### src/rtl/acrc_pkg.sv
// shared types, constants and helpers of the arc centre and radius pipeline
`timescale 1ns / 1ps
package acrc_pkg;

   localparam int FRAC_BITS  = 16;
   localparam int HALF_SHIFT = 29 - FRAC_BITS;
   localparam int RW = 34;   // rotation datapath width
   localparam int VW = 36;   // vectoring datapath width
   localparam int NW = 64;   // dividend width
   localparam int DW = 32;   // divisor width
   localparam int QW = 33;   // quotient width

   localparam logic signed [RW-1:0] K_Q30       = 34'sd652032874;
   localparam logic [32:0]          PI_Q30      = 33'd3373259426;
   localparam logic [32:0]          HALF_PI_Q30 = 33'd1686629713;
   localparam logic signed [31:0]   I32_MAX     = 32'sh7FFFFFFF;
   localparam logic signed [31:0]   I32_MIN     = 32'sh80000000;
   localparam logic [30:0]          RAD_MAX     = 31'h7FFFFFFF;

   typedef enum logic [1:0] {
      ST_OK         = 2'd0,
      ST_ZERO_CHORD = 2'd1,
      ST_ZERO_ANGLE = 2'd2,
      ST_OVERFLOW   = 2'd3
   } status_type;

   typedef struct packed {
      logic [31:0] mx;
      logic [31:0] my;
      logic [31:0] adx;
      logic [31:0] ady;
      logic        dx_neg;
      logic        dx_zero;
      logic        dy_neg;
      logic        dy_zero;
      logic        zchord;
      logic        zangle;
      logic [4:0]  sh;
      logic        szero;
      logic        cs_neg;
      logic [31:0] mag_s;
      logic        ovf_x;
      logic        ovf_y;
      logic        ovf_r;
   } side_type;

   typedef struct packed {
      logic [RW-1:0] rx;
      logic [RW-1:0] ry;
      logic [RW-1:0] rz;
      logic [VW-1:0] vx;
      logic [VW-1:0] vy;
   } cordic_type;

   typedef struct packed {
      logic [NW-1:0] rem_x;
      logic [NW-1:0] rem_y;
      logic [NW-1:0] rem_r;
      logic [DW-1:0] den_o;
      logic [DW-1:0] den_r;
      logic [QW-1:0] q_x;
      logic [QW-1:0] q_y;
      logic [QW-1:0] q_r;
   } div_type;

   function automatic logic signed [RW-1:0] atan_q30(input int idx);
      logic [31:0] v;
      case (idx)
         0:  v = 32'h3243F6A8;
         1:  v = 32'h1DAC6705;
         2:  v = 32'h0FADBAFC;
         3:  v = 32'h07F56EA6;
         4:  v = 32'h03FEAB76;
         5:  v = 32'h01FFD55B;
         6:  v = 32'h00FFFAAA;
         7:  v = 32'h007FFF55;
         8:  v = 32'h003FFFEA;
         9:  v = 32'h001FFFFD;
         10: v = 32'h000FFFFF;
         11: v = 32'h0007FFFF;
         12: v = 32'h0003FFFF;
         13: v = 32'h0001FFFF;
         14: v = 32'h0000FFFF;
         15: v = 32'h00007FFF;
         16: v = 32'h00003FFF;
         17: v = 32'h00001FFF;
         18: v = 32'h00000FFF;
         19: v = 32'h000007FF;
         20: v = 32'h000003FF;
         21: v = 32'h000001FF;
         22: v = 32'h000000FF;
         23: v = 32'h0000007F;
         24: v = 32'h0000003F;
         25: v = 32'h0000001F;
         26: v = 32'h0000000F;
         27: v = 32'h00000008;
         28: v = 32'h00000004;
         29: v = 32'h00000002;
         30: v = 32'h00000001;
         default: v = 32'h00000000;
      endcase
      return $signed({{(RW-32){1'b0}}, v});
   endfunction

   // index of the highest set bit
   function automatic logic [4:0] msb_index(input logic [31:0] m);
      logic [4:0] idx;
      idx = 5'd0;
      for (int i = 0; i < 32; i++) begin
         if (m[i]) idx = 5'(i);
      end
      return idx;
   endfunction

   // one restoring division step: {quotient bit, new remainder}
   function automatic logic [NW:0] div_step(input logic [NW-1:0] rem,
                                            input logic [DW-1:0] den,
                                            input int sb);
      logic [NW-1:0] den_ext;
      logic          take;
      den_ext = NW'(den);
      take    = (rem >> sb) >= den_ext;
      return take ? {1'b1, rem - (den_ext << sb)} : {1'b0, rem};
   endfunction

endpackage

### src/rtl/acrc_cordic_cell.sv
// one cordic cell: a rotation step for the half angle and a vectoring step for the chord
`timescale 1ns / 1ps
module acrc_cordic_cell #(
   parameter int STEP = 0
) (
   input  logic                 clock,
   input  logic                 reset,
   input  logic                 en,
   input  logic                 in_valid,
   input  acrc_pkg::cordic_type in_data,
   input  acrc_pkg::side_type   in_side,
   output logic                 out_valid,
   output acrc_pkg::cordic_type out_data,
   output acrc_pkg::side_type   out_side
);
   import acrc_pkg::*;

   logic                 valid_ff;
   cordic_type           data_ff, data_in;
   side_type             side_ff;
   logic signed [RW-1:0] rx, ry, rz, rsx, rsy, at;
   logic signed [VW-1:0] vx, vy, vsx, vsy;

   always_comb begin
      rx  = $signed(in_data.rx);
      ry  = $signed(in_data.ry);
      rz  = $signed(in_data.rz);
      vx  = $signed(in_data.vx);
      vy  = $signed(in_data.vy);
      rsx = ry >>> STEP;
      rsy = rx >>> STEP;
      vsx = vy >>> STEP;
      vsy = vx >>> STEP;
      at  = atan_q30(STEP);
      if (!rz[RW-1]) begin
         data_in.rx = rx - rsx;
         data_in.ry = ry + rsy;
         data_in.rz = rz - at;
      end else begin
         data_in.rx = rx + rsx;
         data_in.ry = ry - rsy;
         data_in.rz = rz + at;
      end
      if (!vy[VW-1]) begin
         data_in.vx = vx + vsx;
         data_in.vy = vy - vsy;
      end else begin
         data_in.vx = vx - vsx;
         data_in.vy = vy + vsy;
      end
   end

   always_ff @(posedge clock) begin
      if (reset) begin
         valid_ff <= 1'b0;
      end else if (en) begin
         valid_ff <= in_valid;
      end
   end

   always_ff @(posedge clock) begin
      if (en) begin
         data_ff <= data_in;
         side_ff <= in_side;
      end
   end

   assign out_valid = valid_ff;
   assign out_data  = data_ff;
   assign out_side  = side_ff;

endmodule

### config.mk
export PLATFORM = sky130hd
export DESIGN_NAME = acrc_cordic_cell
export DESIGN_NICKNAME = d
export VERILOG_FILES = /design/src/rtl/acrc_pkg.sv /design/src/rtl/acrc_cordic_cell.sv
export SDC_FILE = /design/constraint.sdc
export NUM_CORES = 1
export LEC_CHECK = 0
export BUFFER_PORTS_ARGS = -buffer_cell sky130_fd_sc_hd__buf_4
export CAP_MARGIN = 20
export CORE_AREA = 3 3 273 275
export CTS_CLUSTER_DIAMETER = 30
export DETAILED_ROUTE_END_ITERATION = 8
export DIE_AREA = 0 0 276 278
export GPL_TIMING_DRIVEN = 1
export PLACE_DENSITY = 0.53
export SYNTH_ARGS = -nofsm -noshare
export SYNTH_HDL_FRONTEND = slang
export SYNTH_SLANG_ARGS = --single-unit
### constraint.sdc
create_clock -name clock -period 4.6 [get_ports clock]
set_input_delay 0.46 -clock clock [delete_from_list [all_inputs] [get_ports clock]]
set_output_delay 0.46 -clock clock [all_outputs]
set_load 0.02 [all_outputs]
# After elaboration in Yosys (flattened, before gate mapping)
# Index checks and enable logic that the tools add are counted.
# word_totals
register_bits	351
latch_bits	0
ramBits	0
mem_bits_ro	0
input_bits	354
output_inout_bits	351
elab_cells	33
mem_count	0
# op_classes
add_sub_neg	8
n_mul	0
div	0
n_lt_le_gt_ge	0
n_eq_ne	0
shifts	0
n_mux	2
n_bitwise	0
n_reduce_logical	0
# ops
op	count
$mux 102	1
$mux 72	1
$sub 36x36->36	2
$sub 34x34->34	2
$add 36x36->36	1
$add 34x31->34 const B	1
$add 34x34->34	1
$sub 34x31->34 const B	1

# Depth between registers and ports, before layout
# Gate-level depths: netlist (run 1).
# logic_depth
ltp_word	2
ltp_mapped	14
depth_no_buf	13

# Worst setup path after synthesis (run 1)
# Ideal clock, no wire load.
# synth_path
path_kind	input to register
startpoint	input in_data[105] (netlist bit)
endpoint	register data_ff (netlist bit out_data[98]), data pin
arrival_ps	3219
required_time_ps	4335
slack_ps	1116
stages	13
path_buffers	1
cell_sequence	inv_1 -> clkbuf_1 -> ha_1 -> a21o_1 -> a21oi_1 -> o21ai_0 -> o2111ai_1 -> o21ai_0 -> a41oi_1 -> o21bai_1 -> a21oi_1 -> o21ai_0 -> xor2_1
# synth_lines
item	line_no	text
start: declaration	acrc_cordic_cell.sv:10	input acrc_pkg::cordic_type in_data,
end signal: assignment	acrc_cordic_cell.sv:63	data_ff <= data_in;
end: declaration	acrc_cordic_cell.sv:19	cordic_type data_ff, data_in;

==> summary.txt, run 1 <==
Routing
  • Final WL: 101.7 mm
  • Detailed Routing Iterations Pass 1: 6
  • Vias per inst: 5.244
  • Initial drt markers: 1895
  • Drc violations: 0
  • Vias after detailed routing: 22675
  • Routed Antenna Nets: 0
  • Wirelength per Cell: 23.52 um

Floorplanning
  • Die area: 76730 um^2
  • Die X: 276 um
  • Initial Util: 32.76%
  • FP Rows: 99
  • Core Area: 72590 um^2
  • IO Count: 705
  • Die height: 278 um

STA
  • Worst setup margin: 1.034 ns
  • Hold Fails Final Rpt: 0
  • Setup TNS: 0 ns
  • Worst-Margin Slew: 0.9411 ns
  • Clock skew: 0 ns
  • Max Slew Vio Count: 0
  • # setup viols final: 0
  • Period minus WS final: 3.566 ns
  • Crit share post-route: 77.52%
  • Max-slew headroom: 37.26%
  • RSZ-0062 raised after global routing: false
  • Fmax: 280.4 MHz

Worst setup path
  • CP required: 4.96 ns
  • Worst setup SP type: input port
  • Crit Path Class: in2reg
  • Critical path capture point type: flop
  • CP max FO: 11
  • Crit path DAT: 3.92 ns

Place
  • DP HPWL: 80.14 mm
  • Final GP Congestion: 0.9529
  • Pre-CTS setup slack: 0.5872 ns
  • I/O Buffers: 704

Power
  • Pwr per Cell Area: 409.6 nW/um^2
  • Combinational Power Share: 26.3%
  • Max VDD drop: 0.3224 mV
  • Internal power: 9.858 mW
  • Sw power: 4.547 mW
  • Reg power frac: 29.0%
  • Clock share of power: 44.7%
  • Sw Share: 31.56%
  • Pleak: 15.41 nW

Yosys
  • Ranking of synthesized cells by area: edfxtp_1, ha_1, a21oi_1
  • Mapped Nets: 2969
  • Post-synth EDFFs: 348
  • Synthesis-stage register bit count: 349
  • Main flop type after synthesis: edfxtp_1
  • Synth Warn #: 0
  • Async S/R FF share, synth: 0%
  • Most numerous cell in the Yosys netlist: edfxtp_1
  • Area of the mapped netlist: 23780 um^2
  • Synth Area per Inst: 10.03 um^2
  • Synth area leader: edfxtp_1
  • Area share of the largest cell type after synthesis: 43.95%
  • Cells after Synth: 2371
  • Top cells by count, synth: edfxtp_1, a21oi_1, ha_1
  • Sequential share of the synthesized area: 44.03%
  • Post-synthesis cell type count: 80

Global routing
  • Met1 usage: 31.84%
  • Busiest grt layer: met2
  • Global-route wire length before repair: 148.9 mm
  • GRT overflow: 0
  • Met2 Use GR: 43.63%
  • Antenna violations before repair: 6
  • Met3 GRT Util: 5.511%
  • GRT Util Overall: 25.31%
  • Largest net degree at the start of global routing: 91
  • Vias in the first global route: 23035

CTS
  • # resized after CTS: 0
  • Clk sink count: 349
  • Root Buffer: clkbuf_16
  • Number of H-tree levels: 3
  • TritonCTS clock tree: built
  • CTS Buffer Depth: 3
  • Clock latency on the worst-skew pair: 0.64 ns
  • CTS clk-pin slew, worst paths: 0.04 ns
  • Cts hold-fix bufs: 174
  • CTS buffer count: 94
  • Setup Buffers After CTS: 0

Run
  • Total of max-cap violations: 0

Status
  • Status: complete, no violations

Worst hold path
  • Hold WC Path Type: in2reg

Cells and area
  • Share of cells above drive strength 1: 27.36%
  • Final nets: 3886
  • P&R area growth vs syn: 47.89%
==> registers in the layout, summed over array words and instances (netlist names) <==
signal and flops:
out_data 172, out_side 176, out_valid 1
==> cell families after synthesis <==
kind of cell             Yosys count  share of synthesized area [%]
flip-flops                       349                          44.03
multiplexers                      37                          1.568
XOR/XNOR                         158                          5.819
AND/OR/NAND/NOR                  509                          10.18
adder cells (fa/ha/maj)          244                          13.06
buffers and inverters            315                          5.072
AO/OA/AOI/OAI                    759                          20.27
==> metal layers <==
metal / vias to the layer above / part of all wire (%)
li1: 10452 / -
met1: 11070 / 41
met2: 983 / 49
met3: 162 / 7.1
met4: 8 / 2.6
met5: - / 0.055
==> metrics by stage <==
stage          hold slack [ns]  std cells  util [%]  total power, mW  cell area, um^2
2_1_floorplan           0.5324       2371         -            6.155            23780
6_report               0.04548       4324     48.45            14.40            35170
3_3_place_gp            0.4854       3976     41.63            7.868            30220
5_1_grt                0.02599       4323     48.45            15.02            35170
3_5_place_dp            0.5096       3976     41.63            7.849            30220
4_1_cts               0.005016       4321     48.40            14.53            35130
==> final cells by class <==
| type | instances | area (um^2) |
|---|---|---|
| timing repair buffer | 919 | 7400 |
| clock inverter | 60 | 759.5 |
| clock buffer | 111 | 2416 |
| sequential | 349 | 10470 |
| tap | 959 | 1200 |
| fill | 6792 | 37420 |
| multi-input combinational | 1707 | 12100 |
| antenna | 2 | 5.005 |
| inverter | 217 | 814.5 |
==> critical path, stage by stage <==
cell and delay, ns:
buf_4 0.10, inv_1 0.04, ha_1 0.51, nand3_1 0.22, o21bai_1 0.24, a2111o_1 0.46
and3_1 0.24, o31ai_1 0.51, a311oi_1 0.32, o21ai_1 0.33, a21oi_1 0.12, mux2i_1 0.27
xnor2_1 0.11
==> layout by cell type, fill, tap and decap left out, types with 17 or more instances in the layout <==
cell and instances:
a211oi_1 19, o21a_1 20, clkbuf_1 17, nand3_1 30, o21bai_1 60, nor3_1 30, nand2_1 116, clkbuf_16 94
nor2b_1 29, xnor2_1 135, clkinv_1 17, inv_1 213, dlygate4sd3_1 174, nand2b_1 28, ha_1 237, nor2_1 174
a31oi_1 18, nand4_1 26, o31ai_1 17, a21oi_1 280, a21o_1 60, o21ai_0 151, buf_4 740, mux2i_1 35
edfxtp_1 348, o211ai_1 23, xor2_1 23, nor4_1 28
==> path summary, 6_finish.rpt <==
| path | from | end | slack (ns) | cells past startpoint |
|---|---|---|---|---|
| worst min register to register | out_valid | out_valid | 0.51 | 2 |
| worst min-delay path | in_side[13] | out_side[13] | 0.05 | 1 |
| worst max-delay path | in_data[4] | out_data[29] | 1.03 | 13 |
| worst max register to register | out_valid | out_valid | 4.02 | 2 |
==> power by group through the flow <==
| stage | clock network (mW) | registers, mW | logic, mW |
|---|---|---|---|
| CTS | 6.57 | 4.19 | 3.77 |
| global route | 6.77 | 4.21 | 4.03 |
| finish | 6.44 | 4.18 | 3.79 |
| global placement | 0 | 4.23 | 3.64 |
| floorplan | 0 | 4.68 | 1.47 |
| detailed placement | 0 | 4.23 | 3.62 |
(Power assumes the default switching activity.)
==> run 2: changes to the inputs <==
CORE_AREA = 3 3 270 272   (was 3 3 273 275)
DIE_AREA = 0 0 273 275   (was 0 0 276 278)
PLACE_DENSITY = 0.56   (was 0.53)
clock period = 3.1 ns   (was 4.6 ns; I/O delays follow)
==> summary.txt, run 2 (same netlist as run 1, synthesis figures left out) <==
Status
  • Status: complete, no violations

Worst setup path
  • Critical path capture point type: flop
  • CP required: 3.46 ns
  • Worst setup SP type: input port
  • Crit Path Class: in2reg
  • Crit path DAT: 3.38 ns
  • CP max FO: 4

STA
  • Max-slew headroom: 52.00%
  • Crit share post-route: 97.41%
  • Max Slew Vio Count: 0
  • Setup TNS: 0 ns
  • Worst-Margin Slew: 0.7125 ns
  • Period minus WS final: 3.020 ns
  • Fmax: 331.2 MHz
  • Clock skew: 0 ns
  • Hold Fails Final Rpt: 0
  • # setup viols final: 0

Global routing
  • Global-route wire length before repair: 151.2 mm
  • GRT Util Overall: 26.23%
  • Antenna violations before repair: 14
  • GRT overflow: 0
  • Largest net degree at the start of global routing: 66
  • Vias in the first global route: 25110

Floorplanning
  • IO Count: 705
  • Die X: 273 um
  • Core Area: 71000 um^2
  • Die height: 275 um
  • Die area: 75080 um^2
  • Initial Util: 33.49%
  • FP Rows: 98

Place
  • DP HPWL: 81.66 mm
  • Placed Cells incl. Taps: 4404
  • I/O Buffers: 704
  • Final GP Congestion: 0.9309

Cells and area
  • Share of cells above drive strength 1: 36.59%
  • Most common cell after layout, fill and taps aside: buf_4
  • Fillers: 6247
  • Fin util: 54.77%
  • P&R area growth vs syn: 63.53%
  • Max reg flops: 176
  • Commonest non-fill, non-tap cells in the layout: buf_4, edfxtp_1, a21oi_1
  • Multi-input gate area: 12180 um^2
  • Non-Filler Instances: 4770
  • Final nets: 4331
  • Storage element area: 10470 um^2

Power
  • Pleak: 17.68 nW
  • Reg power frac: 27.1%
  • Internal power: 15.87 mW
  • Max VDD drop: 0.4775 mV
  • Pwr Total: 22.94 mW
  • Sw Share: 30.82%
  • Pwr per Cell Area: 589.8 nW/um^2
  • Clock share of power: 45.4%
  • Sw power: 7.068 mW
  • Combinational Power Share: 27.6%

Routing
  • Initial drt markers: 1504
  • Drc violations: 0
  • Routed Antenna Nets: 0
  • Detailed Routing Iterations Pass 1: 5
  • Vias after detailed routing: 24084
  • Final WL: 103.1 mm
  • Wirelength per Cell: 21.62 um
  • Vias per inst: 5.049

Run
  • Total of max-cap violations: 0

CTS
  • Number of H-tree levels: 3
  • TritonCTS clock tree: built
  • Clk sink count: 349
  • CTS clk-pin slew, worst paths: 0.04 ns
  • CTS Buffer Depth: 3
  • Clock latency on the worst-skew pair: 0.66 ns
  • Root Buffer: clkbuf_16
  • CTS buffer count: 93

Worst hold path
  • Hold WC Path Type: in2reg
==> run 2: changes by cell type in the layout (fill, tap and decap cells not counted), sizes merged <==
cell         delta
clkinv          -1
buf           +437
inv             +2
diode           +5
bufinv          +8
clkinvlp        +8
dlygate4sd3     +9
clkbuf         -13
==> run 2: worst paths after layout <==
path,start,end,slack [ns],cells after the start
worst max-delay path,in_data[36],out_data[34],0.08,15
worst max register to register,out_valid,out_valid,1.93,3
worst min register to register,out_valid,out_valid,1.09,3
worst min-delay path,in_data[76],out_data[76],0.04,2
==> run 2: worst max-delay path, stage by stage <==
cell and delay (ns):
buf_4 0.10, ha_1 0.17, inv_1 0.06, fa_1 0.38, o21bai_1 0.21, a221oi_1 0.15, a21oi_1 0.29, a21oi_1 0.24
a41oi_2 0.31, a221oi_2 0.10, buf_4 0.16, o31a_1 0.31, nor4_1 0.25, o21ai_0 0.17, xor2_1 0.16
==> run 2: layout make-up <==
cell class                      count  area share [%]
Tap cell                          950           3.057
Timing Repair Buffer             1365           27.72
Antenna cell                        7         0.04505
Clock buffer                       98           6.033
Clock inverter                     77           2.815
Multi-Input combinational cell   1707           31.31
Sequential cell                   349           26.92
Inverter                          217           2.095
==> run 2: metrics by stage <==
step / setup WS (ns) / area, um^2 / hold WS, ns
after detailed placement: -0.7153 / 33520 / 0.4688
after floorplan: 0.03118 / 23790 / 0.3824
after global routing: -0.007215 / 38880 / 0.02201
final: 0.08031 / 38890 / 0.03945
after global placement: -0.6641 / 33520 / 0.4707
after CTS: 0.02749 / 38790 / 0.002662
==> run 2: repair_timing <==
action                                 4_1_cts  5_1_grt
setup endpoints to repair                    2       17
pin swaps                                    1        9
buffers inserted                             0        1
endpoints found under the hold margin      183        0
resized for setup                            1       16
cloned                                       0        0
hold buffers                               183        0
==> run 2: routing by layer <==
metal / vias to the layer above / GRT usage (%) / part of all wire (%)
met3: 195 / 6.733 / 7.7
met2: 986 / 44.78 / 48
met1: 11509 / 32.06 / 41
li1: 11380 / - / -
met5: - / 0 / 0.085
met4: 14 / 9.382 / 3.3
==> run 2: power groups by stage <==
stage	combinational [mW]	clock [mW]	sequential, mW
2_1_floorplan	2.18	0	6.95
3_3_place_gp	6.03	0	6.27
3_5_place_dp	6.04	0	6.27
4_1_cts	6.28	10.6	6.20
5_1_grt	6.77	10.8	6.25
6_report	6.32	10.4	6.21
