### src/rtl/acrc_pkg.sv
// shared types, constants and helpers of the arc centre and radius pipeline
`timescale 1ns / 1ps
package acrc_pkg;

   localparam int FRAC_BITS  = 16;
   localparam int HALF_SHIFT = 29 - FRAC_BITS;
   localparam int RW = 34;   // rotation datapath width
   localparam int VW = 36;   // vectoring datapath width
   localparam int NW = 64;   // dividend width
   localparam int DW = 32;   // divisor width
   localparam int QW = 33;   // quotient width

   localparam logic signed [RW-1:0] K_Q30       = 34'sd652032874;
   localparam logic [32:0]          PI_Q30      = 33'd3373259426;
   localparam logic [32:0]          HALF_PI_Q30 = 33'd1686629713;
   localparam logic signed [31:0]   I32_MAX     = 32'sh7FFFFFFF;
   localparam logic signed [31:0]   I32_MIN     = 32'sh80000000;
   localparam logic [30:0]          RAD_MAX     = 31'h7FFFFFFF;

   typedef enum logic [1:0] {
      ST_OK         = 2'd0,
      ST_ZERO_CHORD = 2'd1,
      ST_ZERO_ANGLE = 2'd2,
      ST_OVERFLOW   = 2'd3
   } status_type;

   typedef struct packed {
      logic [31:0] mx;
      logic [31:0] my;
      logic [31:0] adx;
      logic [31:0] ady;
      logic        dx_neg;
      logic        dx_zero;
      logic        dy_neg;
      logic        dy_zero;
      logic        zchord;
      logic        zangle;
      logic [4:0]  sh;
      logic        szero;
      logic        cs_neg;
      logic [31:0] mag_s;
      logic        ovf_x;
      logic        ovf_y;
      logic        ovf_r;
   } side_type;

   typedef struct packed {
      logic [RW-1:0] rx;
      logic [RW-1:0] ry;
      logic [RW-1:0] rz;
      logic [VW-1:0] vx;
      logic [VW-1:0] vy;
   } cordic_type;

   typedef struct packed {
      logic [NW-1:0] rem_x;
      logic [NW-1:0] rem_y;
      logic [NW-1:0] rem_r;
      logic [DW-1:0] den_o;
      logic [DW-1:0] den_r;
      logic [QW-1:0] q_x;
      logic [QW-1:0] q_y;
      logic [QW-1:0] q_r;
   } div_type;

   function automatic logic signed [RW-1:0] atan_q30(input int idx);
      logic [31:0] v;
      case (idx)
         0:  v = 32'h3243F6A8;
         1:  v = 32'h1DAC6705;
         2:  v = 32'h0FADBAFC;
         3:  v = 32'h07F56EA6;
         4:  v = 32'h03FEAB76;
         5:  v = 32'h01FFD55B;
         6:  v = 32'h00FFFAAA;
         7:  v = 32'h007FFF55;
         8:  v = 32'h003FFFEA;
         9:  v = 32'h001FFFFD;
         10: v = 32'h000FFFFF;
         11: v = 32'h0007FFFF;
         12: v = 32'h0003FFFF;
         13: v = 32'h0001FFFF;
         14: v = 32'h0000FFFF;
         15: v = 32'h00007FFF;
         16: v = 32'h00003FFF;
         17: v = 32'h00001FFF;
         18: v = 32'h00000FFF;
         19: v = 32'h000007FF;
         20: v = 32'h000003FF;
         21: v = 32'h000001FF;
         22: v = 32'h000000FF;
         23: v = 32'h0000007F;
         24: v = 32'h0000003F;
         25: v = 32'h0000001F;
         26: v = 32'h0000000F;
         27: v = 32'h00000008;
         28: v = 32'h00000004;
         29: v = 32'h00000002;
         30: v = 32'h00000001;
         default: v = 32'h00000000;
      endcase
      return $signed({{(RW-32){1'b0}}, v});
   endfunction

   // index of the highest set bit
   function automatic logic [4:0] msb_index(input logic [31:0] m);
      logic [4:0] idx;
      idx = 5'd0;
      for (int i = 0; i < 32; i++) begin
         if (m[i]) idx = 5'(i);
      end
      return idx;
   endfunction

   // one restoring division step: {quotient bit, new remainder}
   function automatic logic [NW:0] div_step(input logic [NW-1:0] rem,
                                            input logic [DW-1:0] den,
                                            input int sb);
      logic [NW-1:0] den_ext;
      logic          take;
      den_ext = NW'(den);
      take    = (rem >> sb) >= den_ext;
      return take ? {1'b1, rem - (den_ext << sb)} : {1'b0, rem};
   endfunction

endpackage

### src/rtl/acrc_div_cell.sv
// one divider cell: one quotient bit of each of the three quotients
`timescale 1ns / 1ps
module acrc_div_cell #(
   parameter int BIT_POS = 0
) (
   input  logic               clock,
   input  logic               reset,
   input  logic               en,
   input  logic               in_valid,
   input  acrc_pkg::div_type  in_data,
   input  acrc_pkg::side_type in_side,
   output logic               out_valid,
   output acrc_pkg::div_type  out_data,
   output acrc_pkg::side_type out_side
);
   import acrc_pkg::*;

   logic          valid_ff;
   div_type       data_ff, data_in;
   side_type      side_ff;
   logic [NW:0]   sx, sy, sr;

   always_comb begin
      sx = div_step(in_data.rem_x, in_data.den_o, BIT_POS);
      sy = div_step(in_data.rem_y, in_data.den_o, BIT_POS);
      sr = div_step(in_data.rem_r, in_data.den_r, BIT_POS);
      data_in = in_data;
      data_in.rem_x = sx[NW-1:0];
      data_in.rem_y = sy[NW-1:0];
      data_in.rem_r = sr[NW-1:0];
      data_in.q_x[BIT_POS] = sx[NW];
      data_in.q_y[BIT_POS] = sy[NW];
      data_in.q_r[BIT_POS] = sr[NW];
   end

   always_ff @(posedge clock) begin
      if (reset) begin
         valid_ff <= 1'b0;
      end else if (en) begin
         valid_ff <= in_valid;
      end
   end

   always_ff @(posedge clock) begin
      if (en) begin
         data_ff <= data_in;
         side_ff <= in_side;
      end
   end

   assign out_valid = valid_ff;
   assign out_data  = data_ff;
   assign out_side  = side_ff;

endmodule
### config.mk
export PLATFORM = sky130hd
export DESIGN_NAME = acrc_div_cell
export DESIGN_NICKNAME = d
export VERILOG_FILES = /design/src/rtl/acrc_pkg.sv /design/src/rtl/acrc_div_cell.sv
export SDC_FILE = /design/constraint.sdc
export NUM_CORES = 1
export LEC_CHECK = 0
export BUFFER_PORTS_ARGS = -buffer_cell sky130_fd_sc_hd__buf_2
export CORE_AREA = 2 2 411 413
export CTS_CLUSTER_DIAMETER = 120
export DETAILED_ROUTE_END_ITERATION = 8
export DIE_AREA = 0 0 413 415
export PLACE_DENSITY = 0.41
export SYNTH_ARGS = -nofsm -noshare
export SYNTH_HDL_FRONTEND = slang
export SYNTH_SLANG_ARGS = --single-unit
### constraint.sdc
create_clock -name clock -period 5.86 [get_ports clock]
set_input_delay 0.586 -clock clock [delete_from_list [all_inputs] [get_ports clock]]
set_output_delay 0.586 -clock clock [all_outputs]
set_load 0.02 [all_outputs]
# Yosys cells after proc, flatten, opt, wreduce, memory -nomap -nowiden
# Cells that the tools add are included.
[totals] latchBits=0 regBits=532 out_inout_bits=532 rom_bits=0 input_bits=535 memories=0 ramBits=0
[classes] div=0 n_shift=0 reduce_logical=0 n_mul=0 addsub=3 bitwise=0 n_eq_ne=0 n_mux=3 order_cmp=3
[op_table] op="2-to-1 mux 65 bit" count=3
[op_table] op="greater-or-equal comparator 64 x 32 -> 1 bit" count=3
[op_table] op="subtractor 64 x 32 -> 64 bit" count=3

# Longest topological paths before layout
# Gate-level depths: netlist of the first run.
[logic_depth] depth_word=2 mapped_depth=14 ltp_nobuf=12

# Worst setup path before layout of the first run
# Ideal clock, no wire load.
[synth_path] kind="in2reg" start="input in_data[143] (netlist name)" end="register data_ff (netlist bit out_data[326]), data pin" setup_slack_ns=2.394 t_required_ns=5.589 path_stages=13 setup_ns=0.271 t_arrival_ns=3.195 path_cell_list="inv_1 ha_1 clkbuf_1 nand3_1 or3_1 or4_1 o221a_2 and2_1 a21o_1 buf_2 buf_2 nor4_1 xor2_1"
[synth_between] elab_chain_len=2 elab_cells_between_ends=3 cone_classes="add/sub (1); order compare (1); mux (1)"
[synth_lines] element="start, declared" line="acrc_div_cell.sv:10" text="input acrc_pkg::div_type in_data,"
[synth_lines] element="subtractor 64 x 32 -> 64 bit / greater-or-equal comparator 64 x 32 -> 1 bit (equally long branches)" line="acrc_pkg.sv:123, acrc_pkg.sv:122"
[synth_lines] element="2-to-1 mux 65 bit (*)" line="acrc_pkg.sv:123" text="return take ? {1'b1, rem - (den_ext << sb)} : {1'b0, rem};"
[synth_lines] element="net sx[35]" line="acrc_div_cell.sv:21" text="logic [NW:0] sx, sy, sr;"
[synth_lines] element="end signal, assigned" line="acrc_div_cell.sv:46" text="data_ff <= data_in;"
[synth_lines] element="end, declared" line="acrc_div_cell.sv:19" text="div_type data_ff, data_in;"
# Mark *: on every way through the listed nets, which the timed path passes. The rest lies on a longest branch.
# A chain may end at the register's enable or synchronous reset.

# Worst setup path in the final report of the first run
[layout_path] start="input in_data[104] (netlist name)" end="register data_ff (netlist bit out_data[173]), data pin"
[layout_between] elab_chain_len=2 elab_cells_between_ends=3 cone_classes="add/sub (1); order compare (1); mux (1)"
[layout_lines] element="subtractor 64 x 32 -> 64 bit / greater-or-equal comparator 64 x 32 -> 1 bit (equally long branches)" line="acrc_pkg.sv:123, acrc_pkg.sv:122"
[layout_lines] element="2-to-1 mux 65 bit (*)" line="acrc_pkg.sv:123"
[layout_lines] element="net sr[10]" line="acrc_div_cell.sv:21"
# Marks and branches as above.

==> results.json, run 1 <==
{
  "start_util_pct": 15.3,
  "use_met3_pct": 5.20,
  "setup-tns-final_ns": 0,
  "grt_pass1_wl_um": 189000,
  "h-tree-depth": 3,
  "slowest_stage": "nor2_4",
  "path_cells": "buf_2, inv_1, ha_1, a21o_1, a211o_1, o21ai_0, a211oi_1, o21a_1, nor2_4, buf_4, mux2_2",
  "grt.overflow.total": 0,
  "cts_resized": 0,
  "top_usage_layer": "met2",
  "met2_usage_pct": 26.1,
  "yosys_most_used_dff": "edfxtp_1",
  "hold-path-endpoint": "out_side[21]$_DFFE_PP_",
  "clock_path_buffers": 3,
  "post-cts-setup-buffer-count": 0,
  "hp-start": "in_side[21]",
  "min_period_ns": 3.70,
  "ys_async_sr_fraction_pct": 0,
  "avgRoutedWirePerCell_um": 26.4,
  "crit_buf_inv": 3,
  "slew_headroom_pct": 28.7,
  "syn_inst": 2074,
  "drt_pass1_iterations": 6,
  "synthTopCellsByArea": "edfxtp_1 (63%), ha_1 (4.7%), xor2_1 (3.5%)",
  "hpwl_um": 122000,
  "layout.cells.most_common_list": "buf_2 (1,062), edfxtp_1 (531), nand2_1 (171)",
  "powerDensity_nw_per_um2": 329,
  "via_per_inst": 4.06,
  "fmaxAchievable_mhz": 270,
  "start_kind": "primary input",
  "synth_edf_count": 531,
  "ff2ff_setup_slack_ns": 5.28,
  "worst-setup-path-type": "in -> reg",
  "ys_seq_area_share_pct": 62.7,
  "cp_data_required_time_ns": 6.30,
  "use_met1_pct": 20.6,
  "synth_top_area_share_pct": 62.7,
  "fp.dieW_um": 413,
  "seq_area_um2": 16000,
  "area_growth_syn_to_layout_pct": 43.8,
  "ctsHoldBuffers": 46,
  "cts_sinks": 532,
  "clock-root-buffer": "clkbuf_16",
  "postSynthAreaPerCell_um2": 12.3,
  "status": "finished clean",
  "yosys_warnings": 0,
  "cp.arrival_ns": 4.14,
  "leakage_nw": 14.8,
  "die-area_um2": 171000,
  "cts_tree": "yes",
  "hold_slack_ns": 0.0673,
  "die_h_um": 415,
  "num-fill-cells": 18300,
  "multi_input_area_um2": 8850,
  "cp_slowest_stage_delay_ns": 0.60,
  "reg2reg_depth": 2,
  "place_area_um2": 33500,
  "synth_area_leader_cell": "edfxtp_1",
  "min_period_over_period_pct": 63.1,
  "cts_made_buffers": 74,
  "clock_skew_ns": 0,
  "critical-path-top-delay-family": "compound AO/OA/AOI/OAI gates",
  "core_area_um2": 167000,
  "drive_gt1_share_pct": 37.6,
  "io_buffers": 1063,
  "layout_commonest_cell": "buf_2",
  "first_iter_violations": 1706,
  "track_usage_pct": 16.1,
  "end_kind": "flip-flop",
  "worstSkewPairLatency_ns": 0.69,
  "grt_setup_unrepaired": "false",
  "holdPathStages": 1,
  "maxCapViolations": 0,
  "regToRegStartpoint": "out_valid$_SDFFE_PP0P_",
  "grt_pass1_vias": 21800,
  "finalHoldViolations": 0,
  "syn-cell-area_um2": 25400,
  "antenna_found_initial": 70,
  "drc": 0,
  "wirelength_um": 145000,
  "setup_viol": 0,
  "hold_path.class": "in -> reg",
  "drtAntennaViolNets": 0,
  "syn_nets": 2708,
  "path_depth": 11,
  "vias": 22300,
  "nets": 3858,
  "grt_max_degree": 123,
  "r2r-end": "out_valid$_SDFFE_PP0P_",
  "synth-seq-cells": 532,
  "gp_congestion": 0.899,
  "ys_types": 73,
  "io_pins": 1067,
  "worstPathMaxFanout": 27,
  "clk_pin_slew_ns": 0.06,
  "ir_worst_vdd_mv": 0.201,
  "placementRows": 150,
  "max_slew.worst_pin.slew_ns": 1.05,
  "final_area_um2": 36600,
  "drv_slew": 0
}
## worst register-to-register path: cells and delay by family, from the launching register on
family           cells  cell delay, ns
and+or+nand+nor      1            0.06
DFF                  1            0.30
muxes                1            0.11
## flip-flops by register name, indices dropped and copies added, names as in the netlist
signal / count
out_data: 355
out_side: 176
out_valid: 1
## where the power goes
part           internal [mW]  total (mW)  switching, mW
combinational          0.734        2.36           1.63
sequential              4.63        4.75          0.124
clock                   2.94        4.92           1.98
total                   8.30        12.0           3.73
## worst max-delay path by stage
stage / start / endpoint / slack, ns
2_1_floorplan: in_data[143] / out_data[326]$_DFFE_PP_ / 2.39
3_3_place_gp: in_data[161] / out_data[281]$_DFFE_PP_ / 1.33
3_5_place_dp: in_data[161] / out_data[281]$_DFFE_PP_ / 1.35
4_1_cts: in_data[161] / out_data[281]$_DFFE_PP_ / 2.08
5_1_grt: in_data[161] / out_data[281]$_DFFE_PP_ / 1.84
6_report: in_data[104] / out_data[173]$_DFFE_PP_ / 2.16
## routing by layer
metal  vias up  wire [um]
li1      10100          -
met1     11000      62000
met2       944      67200
met3       193      12500
met4        34       3430
met5         -        219
## through the flow
stage / std cells / utilization (%) / worst slack, ns / total power [mW]
floorplan: 2074 / - / 2.39 / 5.94
global placement: 5306 / 20.1 / 1.33 / 7.19
detailed placement: 5306 / 20.1 / 1.35 / 7.19
CTS: 5487 / 21.9 / 2.08 / 12.2
global route: 5494 / 22.0 / 1.84 / 12.5
finish: 5500 / 22.0 / 2.16 / 12.0
## logic make-up after synthesis
family | count (synthesis) | share of synthesized area, %
multiplexers | 4 | 0.172
XOR/XNOR | 178 | 6.13
buffers and inverters | 162 | 2.50
AO/OA/AOI/OAI | 435 | 10.3
flip-flops | 532 | 62.7
AND/OR/NAND/NOR | 664 | 13.2
adder cells (fa/ha/maj) | 99 | 4.96
## area by class of cell
class,instances,share of cell area (%)
Inverter,99,1.02
Tap cell,2204,7.53
Antenna cell,13,0.0889
Sequential cell,532,43.6
Multi-Input combinational cell,1380,24.2
Clock buffer,85,5.20
Clock inverter,50,1.85
Timing Repair Buffer,1137,16.5
## cells in the mapped netlist (34+ instances only)
cell	count
nand3_1	36
nor4_1	55
ha_1	96
xor2_1	101
a21oi_1	168
clkbuf_1	46
nor2_1	159
nand4_1	43
a21o_1	34
nand2_1	171
edfxtp_1	531
inv_1	97
o21ai_0	101
xnor2_1	77
nor3_1	55
No activity file was read; power rests on OpenSTA's default activity.
==> inputs of run 2 (changes only) <==
--- a/config.mk
+++ b/config.mk
@@ -6,11 +6,11 @@
 export NUM_CORES = 1
 export LEC_CHECK = 0
 export BUFFER_PORTS_ARGS = -buffer_cell sky130_fd_sc_hd__buf_2
-export CORE_AREA = 2 2 411 413
+export CORE_AREA = 2 2 413 415
 export CTS_CLUSTER_DIAMETER = 120
 export DETAILED_ROUTE_END_ITERATION = 8
-export DIE_AREA = 0 0 413 415
-export PLACE_DENSITY = 0.41
+export DIE_AREA = 0 0 415 417
+export PLACE_DENSITY = 0.42
 export SYNTH_ARGS = -nofsm -noshare
 export SYNTH_HDL_FRONTEND = slang
 export SYNTH_SLANG_ARGS = --single-unit
==> constraint.sdc (replaced) <==
create_clock -name clock -period 3.2 [get_ports clock]
set_input_delay 0.32 -clock clock [delete_from_list [all_inputs] [get_ports clock]]
set_output_delay 0.32 -clock clock [all_outputs]
set_load 0.02 [all_outputs]
==> results.json, run 2 (same netlist as run 1, synthesis figures left out) <==
{
  "slowest_stage": "dlygate4sd3_1",
  "finalHoldViolations": 0,
  "end_kind": "flip-flop",
  "drv_slew": 0,
  "status": "finished clean",
  "via_per_inst": 4.00,
  "critical_path.most_common_cell": "buf_4",
  "cts_made_buffers": 68,
  "hp-start": "in_data[256]",
  "fp.dieW_um": 415,
  "h-tree-depth": 3,
  "power.total_mw": 21.8,
  "first_iter_violations": 1943,
  "core_area_um2": 169000,
  "min_period_over_period_pct": 97.8,
  "die_h_um": 417,
  "drt_pass1_iterations": 5,
  "max_slew.worst_pin.slew_ns": 1.01,
  "clock_path_buffers": 3,
  "hpwl_um": 131000,
  "hold_slack_ns": 0.0569,
  "maxCapViolations": 0,
  "worstSkewPairLatency_ns": 0.66,
  "cp_data_required_time_ns": 3.63,
  "ff2ff_setup_slack_ns": 2.05,
  "leakage_nw": 18.8,
  "holdPathStages": 3,
  "gp_congestion": 0.923,
  "grt_max_degree": 105,
  "hold_path.class": "in -> reg",
  "start_kind": "primary input",
  "avgRoutedWirePerCell_um": 24.0,
  "drtAntennaViolNets": 0,
  "grt_pass1_wl_um": 206000,
  "powerDensity_nw_per_um2": 492,
  "track_usage_pct": 17.0,
  "preCtsSetupSlack_ns": -0.725,
  "min_period_ns": 3.13,
  "cts_sinks": 532,
  "num-fill-cells": 18000,
  "grt_pass1_vias": 25800,
  "start_util_pct": 15.1,
  "worstPathMaxFanout": 7,
  "setup_viol": 0,
  "io_buffers": 1063,
  "reg2reg_depth": 3,
  "io_pins": 1067,
  "hold-path-endpoint": "out_data[256]$_DFFE_PP_",
  "largest_register_ffs": 355,
  "slew_headroom_pct": 32.0,
  "wirelength_um": 154000,
  "area_growth_syn_to_layout_pct": 74.5,
  "clock-root-buffer": "clkbuf_16",
  "placementRows": 151,
  "path_cells": "dlygate4sd3_1, buf_2, inv_1, ha_2, nand2_1, buf_4, nor4_2, nand4_1, buf_4, nand3_1, nand2b_1, buf_4, nor2_4, buf_4, nor4_1, xor2_1, buf_4",
  "regToRegStartpoint": "out_valid$_SDFFE_PP0P_",
  "vias": 25600,
  "r2r-end": "out_valid$_SDFFE_PP0P_",
  "cp_slowest_stage_delay_ns": 0.54,
  "worst-setup-path-type": "in -> reg",
  "layout_commonest_cell": "buf_2",
  "ir_worst_vdd_mv": 0.333,
  "layout.cells.most_common_list": "buf_2 (1,062), edfxtp_1 (531), buf_4 (514)",
  "place_area_um2": 37500,
  "clock_skew_ns": 0,
  "grt.overflow.total": 0,
  "fin_ws_ns": 0.0698,
  "clk_pin_slew_ns": 0.06,
  "nets": 4752,
  "final_area_um2": 44400,
  "fmaxAchievable_mhz": 319,
  "drc": 0,
  "antenna_found_initial": 76,
  "die-area_um2": 173000,
  "cp.arrival_ns": 3.56,
  "drive_gt1_share_pct": 42.1,
  "cts_tree": "yes"
}
run 2: cell count changes in the layout (fill, tap and decap cells not counted), sizes merged:
cell and delta:
buf +505, bufinv -7, clkbuf -6, clkinv -1, clkinvlp -1, diode +6, dlygate4sd3 +394, inv -4
nor2 +1
run 2: timing repair:
action | in CTS | in global routing
hold buffers | 440 | 0
setup buffers | 0 | 4
gates resized for setup | 0 | 40
endpoints found under the setup margin | 0 | 88
endpoints found under the hold margin | 450 | 0
run 2: layout make-up:
class	count	area, um^2	share of cell area, %
flip-flops and latches	532	16000	36.0
inverters	99	372	0.837
diodes	19	47.5	0.107
multi-input cells	1381	9060	20.4
repair buffers	2036	14000	31.5
well taps	2218	2780	6.25
clock buffers	79	1740	3.93
clock inverters	37	472	1.06
run 2: worst max-delay path by stage:
stage	start	to	slack [ns]
after global routing	in_data[312]	out_data[334]$_DFFE_PP_	-0.03
final	in_data[114]	out_data[222]$_DFFE_PP_	0.07
after detailed placement	in_data[140]	out_data[349]$_DFFE_PP_	-0.73
after floorplan	in_data[146]	out_data[326]$_DFFE_PP_	0.06
after global placement	in_data[140]	out_data[349]$_DFFE_PP_	-0.82
after CTS	in_data[140]	out_data[349]$_DFFE_PP_	0.003
run 2: worst max-delay path, delay by kind of cell:
kind,cells,cell delay (ns)
simple gates,7,1.16
fa+ha+maj,1,0.39
xor+xnor,1,0.11
buf+inv,8,1.58
run 2: metrics by stage:
| step | utilization [%] | setup TNS, ns | cells |
|---|---|---|---|
| after floorplan | - | 0 | 2074 |
| after global placement | 22.2 | -46.21 | 5821 |
| after detailed placement | 22.2 | -44.71 | 5821 |
| after CTS | 26.2 | 0 | 6377 |
| after global routing | 26.3 | -0.0287 | 6398 |
| final | 26.3 | 0 | 6401 |
run 2: routing by layer:
metal / wire length, um / up-vias / global-route usage (%)
met3: 8780 / 286 / 3.08
met4: 6340 / 10 / 6.97
met1: 61300 / 12300 / 20.3
met5: 66 / - / 0
li1: - / 11900 / -
met2: 77100 / 1019 / 30.0
run 2: power breakdown:
group / internal, mW / switching [mW]
Clock: 4.45 / 3.35
Sequential: 8.48 / 0.269
Combinational: 2.16 / 3.14
Total: 15.1 / 6.76
